`config.mk`:
```
export PLATFORM = sky130hd
export DESIGN_NAME = ipd_frame_request_parser_top
export DESIGN_NICKNAME = d
export VERILOG_FILES = /design/src/hw/rtl/ipd_frp_pkg.sv /design/src/hw/rtl/ipd_frame_request_parser_top.sv
export SDC_FILE = /design/constraint.sdc
export NUM_CORES = 1
export LEC_CHECK = 0
export BUFFER_PORTS_ARGS = -buffer_cell sky130_fd_sc_hd__buf_2
export CAP_MARGIN = 20
export CORE_ASPECT_RATIO = 0.8
export CORE_MARGIN = 1.5
export CORE_UTILIZATION = 63
export DETAILED_ROUTE_END_ITERATION = 10
export GPL_TIMING_DRIVEN = 0
export PLACE_DENSITY = 0.78
export SKIP_LAST_GASP = 1
export SYNTH_ARGS = -nofsm -noshare
export SYNTH_HDL_FRONTEND = slang
export SYNTH_SLANG_ARGS = --single-unit
export TNS_END_PERCENT = 100
```
`constraint.sdc`:
```
create_clock -name clk -period 4.4 [get_ports clk]
set_input_delay 0.22 -clock clk [delete_from_list [all_inputs] [get_ports clk]]
set_output_delay 0.22 -clock clk [all_outputs]
set_load 0.02 [all_outputs]
```
`src/hw/rtl/ipd_frp_pkg.sv`:
```
// ----------------------------------------------------------------------------
// ipd_frp_pkg
// Shared constants and character tables for the +IPD frame request parser.
// ----------------------------------------------------------------------------
package ipd_frp_pkg;

  localparam int PATH_DEPTH_DEF  = 64;
  localparam int FIELD_CHARS_DEF = 7;

  localparam logic [7:0] CH_NUL   = 8'h00;
  localparam logic [7:0] CH_SPACE = 8'h20;
  localparam logic [7:0] CH_PLUS  = 8'h2B;
  localparam logic [7:0] CH_COMMA = 8'h2C;
  localparam logic [7:0] CH_ZERO  = 8'h30;
  localparam logic [7:0] CH_NINE  = 8'h39;
  localparam logic [7:0] CH_COLON = 8'h3A;
  localparam logic [7:0] CH_G     = 8'h47;
  localparam logic [7:0] CH_P     = 8'h50;

  localparam logic [2:0] PREFIX_LEN = 3'd5;
  localparam logic [2:0] GET_LEN    = 3'd4;
  localparam logic [2:0] POST_LEN   = 3'd5;

  localparam logic METHOD_GET  = 1'b0;
  localparam logic METHOD_POST = 1'b1;

  // "+IPD,"
  function automatic logic [7:0] prefix_char(input logic [2:0] idx);
    logic [7:0] ch;
    case (idx)
      3'd0:    ch = 8'h2B;
      3'd1:    ch = 8'h49;
      3'd2:    ch = 8'h50;
      3'd3:    ch = 8'h44;
      3'd4:    ch = 8'h2C;
      default: ch = 8'h00;
    endcase
    return ch;
  endfunction

  // "GET " and "POST ", indexed from the second character
  function automatic logic [7:0] method_char(input logic kind, input logic [2:0] idx);
    logic [7:0] ch;
    ch = 8'h00;
    if (kind == METHOD_GET) begin
      case (idx)
        3'd1:    ch = 8'h45;
        3'd2:    ch = 8'h54;
        3'd3:    ch = 8'h20;
        default: ch = 8'h00;
      endcase
    end else begin
      case (idx)
        3'd1:    ch = 8'h4F;
        3'd2:    ch = 8'h53;
        3'd3:    ch = 8'h54;
        3'd4:    ch = 8'h20;
        default: ch = 8'h00;
      endcase
    end
    return ch;
  endfunction

endpackage

```
`src/hw/rtl/ipd_frame_request_parser_top.sv`:
```
// ----------------------------------------------------------------------------
// ipd_frame_request_parser_top
// Hunts +IPD frames in a byte stream, parses link id and length, and reports
// GET/POST request paths held in a path memory, one path byte per word.
// ----------------------------------------------------------------------------
// Throughput: one received byte per cycle while parsing.
// A reported request stalls the input while its path words are read out (plus any
// output stall): the path memory has one read port and a registered read.
// After the frame's last byte, the first path word goes to the read register, then out.
// Reset (rst, synchronous) clears the parser and report_enable; the path
// memory is not cleared, entries are always written before being read.
// ----------------------------------------------------------------------------
module ipd_frame_request_parser_top #(
  parameter int PATH_DEPTH  = ipd_frp_pkg::PATH_DEPTH_DEF,
  parameter int FIELD_CHARS = ipd_frp_pkg::FIELD_CHARS_DEF
) (
  input  logic       clk,
  input  logic       rst,
  input  logic       cfg_valid,
  output logic       cfg_ready,
  input  logic       cfg_data,
  input  logic       in_valid,
  output logic       in_stall,
  input  logic [7:0] rx_byte,
  output logic       out_valid,
  input  logic       out_stall,
  output logic [7:0] link_id,
  output logic       method,
  output logic [7:0] path_byte,
  output logic       last
);

  localparam int AW = $clog2(PATH_DEPTH);
  localparam int FW = $clog2(FIELD_CHARS + 1);
  localparam logic [AW-1:0] PATH_MAX = AW'(PATH_DEPTH - 1);
  localparam logic [FW-1:0] FIELD_MAX = FW'(FIELD_CHARS);

  typedef enum logic [1:0] {PH_PREFIX, PH_LINK, PH_LENGTH, PH_PAYLOAD} phase_t;
  typedef enum logic [1:0] {PS_METHOD, PS_PATH, PS_DONE, PS_FAIL} path_status_t;
  typedef enum logic {MODE_RUN, MODE_EMIT} mode_t;

  mode_t          mode;
  phase_t         phase, phase_next;
  path_status_t   status, status_next;
  logic           report_enable;
  logic [2:0]     prefix_matched, prefix_matched_next;
  logic [FW-1:0]  field_chars, field_chars_next;
  logic           digits_stopped, digits_stopped_next;
  logic [7:0]     link_value, link_value_next;
  logic [15:0]    length_value, length_value_next;
  logic [15:0]    payload_count, payload_count_next;
  logic [2:0]     method_progress, method_progress_next;
  logic           method_kind, method_kind_next;
  logic [AW-1:0]  path_length, path_length_next;
  logic           start_emit;

  logic [AW-1:0]  emit_len;
  logic           emit_method;
  logic [AW-1:0]  rd_idx;
  logic           rd_pend;
  logic           rd_last;
  logic           rd_en;
  logic           load;
  logic           wr_en;
  logic [7:0]     mem_q;
  logic [7:0]     path_mem [PATH_DEPTH];

  logic           in_take;
  logic           is_digit;
  logic [3:0]     digit;
  logic [7:0]     link_calc;
  logic [15:0]    length_calc;
  logic           field_open;

  assign cfg_ready = 1'b1;
  assign in_stall  = (mode == MODE_EMIT);
  assign in_take   = in_valid && !in_stall;

  assign is_digit    = rx_byte inside {[ipd_frp_pkg::CH_ZERO : ipd_frp_pkg::CH_NINE]};
  assign digit       = 4'(rx_byte - ipd_frp_pkg::CH_ZERO);
  assign link_calc   = 8'((link_value << 3) + (link_value << 1) + {4'd0, digit});
  assign length_calc = 16'((length_value << 3) + (length_value << 1) + {12'd0, digit});
  assign field_open  = (field_chars < FIELD_MAX);

  // parser next state for one accepted byte
  always_comb begin
    phase_next           = phase;
    status_next          = status;
    prefix_matched_next  = prefix_matched;
    field_chars_next     = field_chars;
    digits_stopped_next  = digits_stopped;
    link_value_next      = link_value;
    length_value_next    = length_value;
    payload_count_next   = payload_count;
    method_progress_next = method_progress;
    method_kind_next     = method_kind;
    path_length_next     = path_length;
    wr_en                = 1'b0;
    start_emit           = 1'b0;

    case (phase)
      PH_PREFIX: begin
        if (rx_byte == ipd_frp_pkg::prefix_char(prefix_matched)) begin
          prefix_matched_next = prefix_matched + 3'd1;
          if (prefix_matched_next == ipd_frp_pkg::PREFIX_LEN) begin
            phase_next          = PH_LINK;
            prefix_matched_next = 3'd0;
            field_chars_next    = '0;
            digits_stopped_next = 1'b0;
            link_value_next     = 8'd0;
          end
        end else begin
          prefix_matched_next = (rx_byte == ipd_frp_pkg::CH_PLUS) ? 3'd1 : 3'd0;
        end
      end
      PH_LINK: begin
        if (rx_byte == ipd_frp_pkg::CH_COMMA) begin
          phase_next          = PH_LENGTH;
          field_chars_next    = '0;
          digits_stopped_next = 1'b0;
          length_value_next   = 16'd0;
        end else if (field_open) begin
          field_chars_next = field_chars + FW'(1);
          if (!digits_stopped) begin
            if (is_digit) link_value_next = link_calc;
            else digits_stopped_next = 1'b1;
          end
        end
      end
      PH_LENGTH: begin
        if (rx_byte == ipd_frp_pkg::CH_COLON) begin
          phase_next           = PH_PAYLOAD;
          payload_count_next   = 16'd0;
          method_progress_next = 3'd0;
          method_kind_next     = ipd_frp_pkg::METHOD_GET;
          status_next          = PS_METHOD;
          path_length_next     = '0;
        end else if (field_open) begin
          field_chars_next = field_chars + FW'(1);
          if (!digits_stopped) begin
            if (is_digit) length_value_next = length_calc;
            else digits_stopped_next = 1'b1;
          end
        end
      end
      default: begin
        case (status)
          PS_METHOD: begin
            if (method_progress == 3'd0) begin
              method_progress_next = 3'd1;
              if (rx_byte == ipd_frp_pkg::CH_G) method_kind_next = ipd_frp_pkg::METHOD_GET;
              else if (rx_byte == ipd_frp_pkg::CH_P) method_kind_next = ipd_frp_pkg::METHOD_POST;
              else begin
                status_next          = PS_FAIL;
                method_progress_next = 3'd0;
              end
            end else if (rx_byte != ipd_frp_pkg::method_char(method_kind, method_progress)) begin
              status_next = PS_FAIL;
            end else begin
              method_progress_next = method_progress + 3'd1;
              if ((method_kind == ipd_frp_pkg::METHOD_GET &&
                   method_progress_next == ipd_frp_pkg::GET_LEN) ||
                  (method_kind == ipd_frp_pkg::METHOD_POST &&
                   method_progress_next == ipd_frp_pkg::POST_LEN)) begin
                status_next = PS_PATH;
              end
            end
          end
          PS_PATH: begin
            if (rx_byte == ipd_frp_pkg::CH_SPACE) begin
              status_next = (path_length == '0) ? PS_FAIL : PS_DONE;
            end else if (rx_byte == ipd_frp_pkg::CH_NUL || path_length >= PATH_MAX) begin
              status_next = PS_FAIL;
            end else begin
              wr_en            = 1'b1;
              path_length_next = path_length + AW'(1);
            end
          end
          default: ;
        endcase

        payload_count_next = payload_count + 16'd1;
        if (payload_count_next >= length_value) begin
          phase_next          = PH_PREFIX;
          prefix_matched_next = 3'd0;
          start_emit          = report_enable && (status_next == PS_DONE);
          // ready for the next frame's payload
          payload_count_next   = 16'd0;
          method_progress_next = 3'd0;
          method_kind_next     = ipd_frp_pkg::METHOD_GET;
          status_next          = PS_METHOD;
          path_length_next     = '0;
        end
      end
    endcase
  end

  // emission: read ahead by one, hold the read while the output is stalled
  assign load  = rd_pend && (!out_valid || !out_stall);
  assign rd_en = (mode == MODE_EMIT) && (rd_idx != emit_len) && (!rd_pend || load);

  always_ff @(posedge clk) begin
    if (wr_en && in_take) begin
      path_mem[path_length] <= rx_byte;
    end
    if (rd_en) begin
      mem_q   <= path_mem[rd_idx];
      rd_last <= (rd_idx == emit_len - AW'(1));
    end
  end

  always_ff @(posedge clk) begin
    if (rst) begin
      mode            <= MODE_RUN;
      phase           <= PH_PREFIX;
      status          <= PS_METHOD;
      report_enable   <= 1'b0;
      prefix_matched  <= 3'd0;
      field_chars     <= '0;
      digits_stopped  <= 1'b0;
      link_value      <= 8'd0;
      length_value    <= 16'd0;
      payload_count   <= 16'd0;
      method_progress <= 3'd0;
      method_kind     <= 1'b0;
      path_length     <= '0;
      rd_idx          <= '0;
      rd_pend         <= 1'b0;
      out_valid       <= 1'b0;
    end else begin
      if (cfg_valid && cfg_ready) begin
        report_enable <= cfg_data;
      end

      if (in_take) begin
        phase           <= phase_next;
        status          <= status_next;
        prefix_matched  <= prefix_matched_next;
        field_chars     <= field_chars_next;
        digits_stopped  <= digits_stopped_next;
        link_value      <= link_value_next;
        length_value    <= length_value_next;
        payload_count   <= payload_count_next;
        method_progress <= method_progress_next;
        method_kind     <= method_kind_next;
        path_length     <= path_length_next;
        if (start_emit) begin
          mode        <= MODE_EMIT;
          emit_len    <= path_length;
          emit_method <= method_kind;
          rd_idx      <= '0;
        end
      end

      if (mode == MODE_EMIT) begin
        if (rd_en) rd_idx <= rd_idx + AW'(1);
        if (rd_en) rd_pend <= 1'b1;
        else if (load) rd_pend <= 1'b0;
        if (rd_idx == emit_len && !rd_pend) mode <= MODE_RUN;
      end

      if (load) begin
        out_valid <= 1'b1;
        path_byte <= mem_q;
        last      <= rd_last;
        link_id   <= link_value;
        method    <= emit_method;
      end else if (out_valid && !out_stall) begin
        out_valid <= 1'b0;
      end
    end
  end

endmodule

```
Word-level counts from Yosys, hierarchy flattened

Memory sizes are Yosys's and may differ from the RTL's. A register that Yosys moved wholly into a read port is not among the register bits.
Cells that the tools add are included.
Widths: inputs -> output; s select.

Input bits: 14
Register bits after elaboration: 97
Memory bits (writable): 512
Logic and storage cells: 240
Output and inout bits: 21
Memories: 1

$add $sub $neg: 12
Bitwise operators: 4
Reductions and logical operators: 51
Magnitude comparators: 5
Multiplexer cells: 103
Equal/unequal tests: 41

Memory list:

| memory   | depth | bits a word | rd ports | clocked after memory_dff | wr ports | line                               | source |
|---|---|---|---|---|---|---|---|
| path_mem | 64    | 8           | 1        | 1                        | 1        | ipd_frame_request_parser_top.sv:66 | `logic [7:0] path_mem [PATH_DEPTH];` |

Operator list:

| cell                  | number |
|---|---|
| $mux 16               | 7 |
| $mux 8                | 11 |
| $pmux 16 s2           | 2 |
| $mux 6                | 9 |
| $mux 3                | 13 |
| $pmux 7 s5            | 1 |
| $mux 1                | 33 |
| $eq 8x6->1 const B    | 4 |
| $mux 2                | 15 |
| $pmux 7 s4            | 1 |
| $ne 2x2->1 const B    | 12 |
| $pmux 7 s3            | 1 |
| $reduce_and 6->1      | 3 |
| $add 16x1->16 const B | 1 |
| $add 16x16->16        | 1 |
| $add 16x4->16         | 1 |
| $eq 8x7->1 const B    | 2 |
| $ge 16x16->1          | 1 |
| $pmux 8 s2            | 1 |
| $eq 3x3->1 const B    | 5 |
| $add 6x1->6 const B   | 2 |
| $eq 3x2->1 const B    | 4 |
| $eq 6x6->1            | 2 |
| $pmux 3 s2            | 2 |
| 41 further kinds      | 82 |

Depth between registers and ports, before layout

Word-level depth: 19
Gate-level depth with buffers: 16
Depth with buffers taken out: 15

Least setup slack after synthesis

Ideal clock, no wire load.

Path kind: register to register
Start point: reg payload_count[0]
End point: reg method_kind
Arrival time: 3386 ps
Period minus slack after synthesis: 3461 ps
Path slack: 939 ps
Data required time: 4326 ps
Library setup time: 74 ps
Cell stages (with the launch flop): 17
Path buffers: 1
Cells stage by stage: dfxtp_1 > ha_1 > and3_1 > and3_1 > nand3_1 > inv_1 > nand3_1 > xnor2_1 > ha_1 > a21o_1 > a21oi_1 > a2bb2oi_1 > o211ai_1 > a21oi_1 > clkbuf_1 > nand4_1 > a31oi_1

Word-level cells in the longest chain between the ends: 4
Elaborated cells between the ends (all ways): 8
Classes of those cells: 1 x add/sub; 1 x order compare; 2 x mux; 4 x reduce/logical

Ends and longest elaborated chain:

| element                                                  | line                                | source |
|---|---|---|
| start, declared                                          | ipd_frame_request_parser_top.sv:51  | `logic [15:0] payload_count, payload_count_next;` |
| start signal, assigned                                   | ipd_frame_request_parser_top.sv:243 | `payload_count <= payload_count_next;` |
| $add 16x1->16 (*)                                        | ipd_frame_request_parser_top.sv:182 | `payload_count_next = payload_count + 16'd1;` |
| $ge 16x16->1 (*)                                         | ipd_frame_request_parser_top.sv:183 | `if (payload_count_next >= length_value) begin` |
| $reduce_bool 4->1 (no line) (tied with other cells)      | --                                  |  |
| $reduce_and 6->1 (no line) or $pmux 1 s2 (tied branches) | --                                  |  |
| end signal, assigned                                     | ipd_frame_request_parser_top.sv:245 | `method_kind <= method_kind_next;` |
| end, declared                                            | ipd_frame_request_parser_top.sv:53  | `logic method_kind, method_kind_next;` |

Mark *: on every way between the ends. The rest lies on a longest branch, timed or not.
A chain may end at the register's enable or synchronous reset.

Worst setup path in the final report

Same ends and word-level chain as after synthesis.

==> run metrics <==
initial antenna violation count=1; TritonCTS clock tree=built; Die Width=233 µm; area fraction of the dominant cell type after synthesis=61.3%; root buffer cell=clkbuf_16; Syn Inst Count=1596; Setup crit end kind=flip-flop; final max-slew violation count=0; final setup margin=214 ps; num rows=67; I/O Buffers=33; power density over cell area=399 nW/µm²; Critical Path AT=4720 ps; CTS buffer count=57; max_slew headroom=19.4%; ratio of cells with drive above 1 in the final layout=18.9%; total track usage=30.2%; Netlist cell types=79; Mapped Nets=1688; clk_lat worst skew=620 ps; startpoint types=flip-flop; pre-CTS setup slack=-196 ps; Routed Antenna Nets=0; worst min-delay path class=input pin to flip-flop; Post-Syn Area=26700 µm²; Post-synth top flop=edfxtp_1; Tmin final=4190 ps; Max-Cap Viols=0; via count=15700; largest area contributor in the netlist=edfxtp_1; ant diodes=0; crit path max fanout=10; Core ar.=41800 µm²; initial DRC count=2141; Peak VDD IR=0.410 mV; Pwr Total=11.9 mW; slew of the pin with the lowest slew margin=1210 ps; CTS clk-pin slew, worst paths=70 ps; FFs w/ async S/R, synth=0%; yosys warns=0; Crit Path Class=flip-flop to flip-flop; drt first pass iters=5; setup_tns=0 ps; Leak Pwr=9.58 nW; Layout Area Growth over Synthesis=11.3%; Via density=6.81; Min Hold Slack=23.0 ps; Die Height=187 µm; number of synthesized flops with an enable pin=546; DP HPWL=41500 µm; Required @ worst endpoint=4930 ps; initial core utilization=63.9%; GPL Wtd Cong=0.876; IO Count=35; postcts setup bufs=0; Inst Count DP=2189; clk_skew=23.2 ps; unrepaired setup endpoints after global routing=true; syn_area_per_cell=16.7 µm²; fin nets=1794; outcome=finished clean; total gr overflow=0; Routed wire per std cell=28.2 µm; fmax=239 MHz; htree depth=2; register area share after synthesis=66.7%; Hold Vio Cnt, Final=0; vias in the first global route=15300; first-pass GRT wire length=96300 µm; period utilization=95.1%; Final Setup Violations=0; DRC errors left=0; #FFs+latches synth=617; clk buf depth=3; largest net degree at the start of global routing=66; CTS sink cnt=617; synth top area cells=edfxtp_1, mux4_2, dfxtp_1, ha_1, nor2_1; Final Non-Filler Cells=2299; Post-Route WL=64800 µm; DIE AREA=43700 µm²
## per-stage QoR
stage / utilization [%] / cell area, µm²
CTS: 71.0 / 29700
floorplan: - / 26700
detailed placement: 66.3 / 27700
global route: 71.1 / 29800
finish: 71.1 / 29800
global placement: 65.9 / 27600
## layer usage
metal / wire length [µm] / track usage [%]
met1: 25400 / 44.6
met2: 30100 / 46.2
met3: 7480 / 6.78
met4: 1810 / 8.06
met5: 8 / 0
## worst max-delay path: stages (launching register included)
cell	delay, ps
dfxtp_1	410
ha_1	260
and3_1	280
and3_1	260
nand3_1	150
inv_1	110
nand3_1	130
xnor2_1	160
ha_1	290
a21o_1	160
a21oi_1	170
a2bb2oi_1	370
o211ai_1	270
a21oi_4	360
clkbuf_2	340
nand4_1	140
a31oi_1	230
## area by class of cell
type / instances / area [µm²]
multi-input combinational: 851 / 8420
fill: 2524 / 12100
inverter: 52 / 195
tap: 552 / 691
buffer: 76 / 323
clock inverter: 37 / 450
clock buffer: 67 / 1470
sequential: 617 / 17800
timing repair buffer: 47 / 390
## path summary, 6_finish.rpt
check	startpoint	to	slack, ps	depth (start not counted)
max reg2reg	payload_count[0]	method_kind	210	16
min reg2reg	emit_method	method	420	0
max	payload_count[0]	method_kind	210	16
min	rx_byte[4]	path_mem[11][4]	20	1
## cell usage in the layout (no fill, tap or decap), types with 7 or more instances in the layout
cell type	netlist	layout
edfxtp_1	546	546
mux4_2	168	168
nor2_1	122	122
ha_1	74	74
dfxtp_1	71	71
clkbuf_16	0	57
clkbuf_1	49	56
nand2_1	54	54
inv_1	50	50
a21oi_1	49	48
nand3_1	45	45
buf_2	10	44
xnor2_1	32	32
o21ai_0	30	30
nor3_1	22	22
nand2b_1	20	20
a31oi_1	18	17
xor2_1	14	14
buf_1	13	13
a21o_1	13	13
o31ai_1	13	13
clkinv_1	1	11
nand4_1	10	10
nor2b_1	10	10
or3_1	10	10
mux2i_1	10	10
clkinv_2	0	9
and3_1	8	8
o21a_1	8	8
or4_1	8	8
a22oi_1	8	8
bufinv_16	0	8
a211oi_1	7	7
buf_12	0	7
## state kept, by name, summed over array words and instances, names as in the netlist, 8 cells and up
| name | flops |
|---|---|
| path_mem | 512 |
| length_value | 16 |
| payload_count | 16 |
| link_id | 8 |
| link_value | 8 |
| mem_q | 8 |
| path_byte | 8 |
## kinds of logic after synthesis
kind of cell	share of synthesized area, %
fa+ha+maj	3.76
xor+xnor	1.51
flops	66.7
compound gates	5.23
simple gates	6.33
mux	14.6
other cells	0.0140
buf+inv	1.93
## what timing repair did
item,CTS,global route
gates resized for setup,1,6
setup endpoints to repair,9,14
hold buffers,3,0
gates cloned,0,0
hold endpoints to repair,2,0
## power by group
| part | leakage, nW | internal (mW) | switching [mW] |
|---|---|---|---|
| Sequential | 5.50 | 6.36 | 0.00145 |
| Combinational | 3.14 | 0.174 | 0.267 |
| Clock | 0.933 | 2.88 | 2.20 |
## cells in the mapped netlist (4+ instances only)
cell      instances
nor4b_1           6
dfxtp_1          71
a21o_1           13
o211ai_1          6
nor2b_1          10
buf_1            13
a211oi_1          7
fa_1              4
inv_1            50
o21bai_1          4
buf_2            10
nand3_1          45
a31oi_1          18
xnor2_1          32
nand4_1          10
clkbuf_1         49
o21ai_0          30
nor3_1           22
nand2_1          54
o31ai_1          13
ha_1             74
mux2i_1          10
or3_1            10
or2_2             4
or4_1             8
nor3b_1           5
o21a_1            8
mux4_2          168
and3_1            8
edfxtp_1        546
and2_1            4
nor2_1          122
a22oi_1           8
xor2_1           14
a21oi_1          49
nand2b_1         20
No activity file was read; power rests on OpenSTA's default activity.
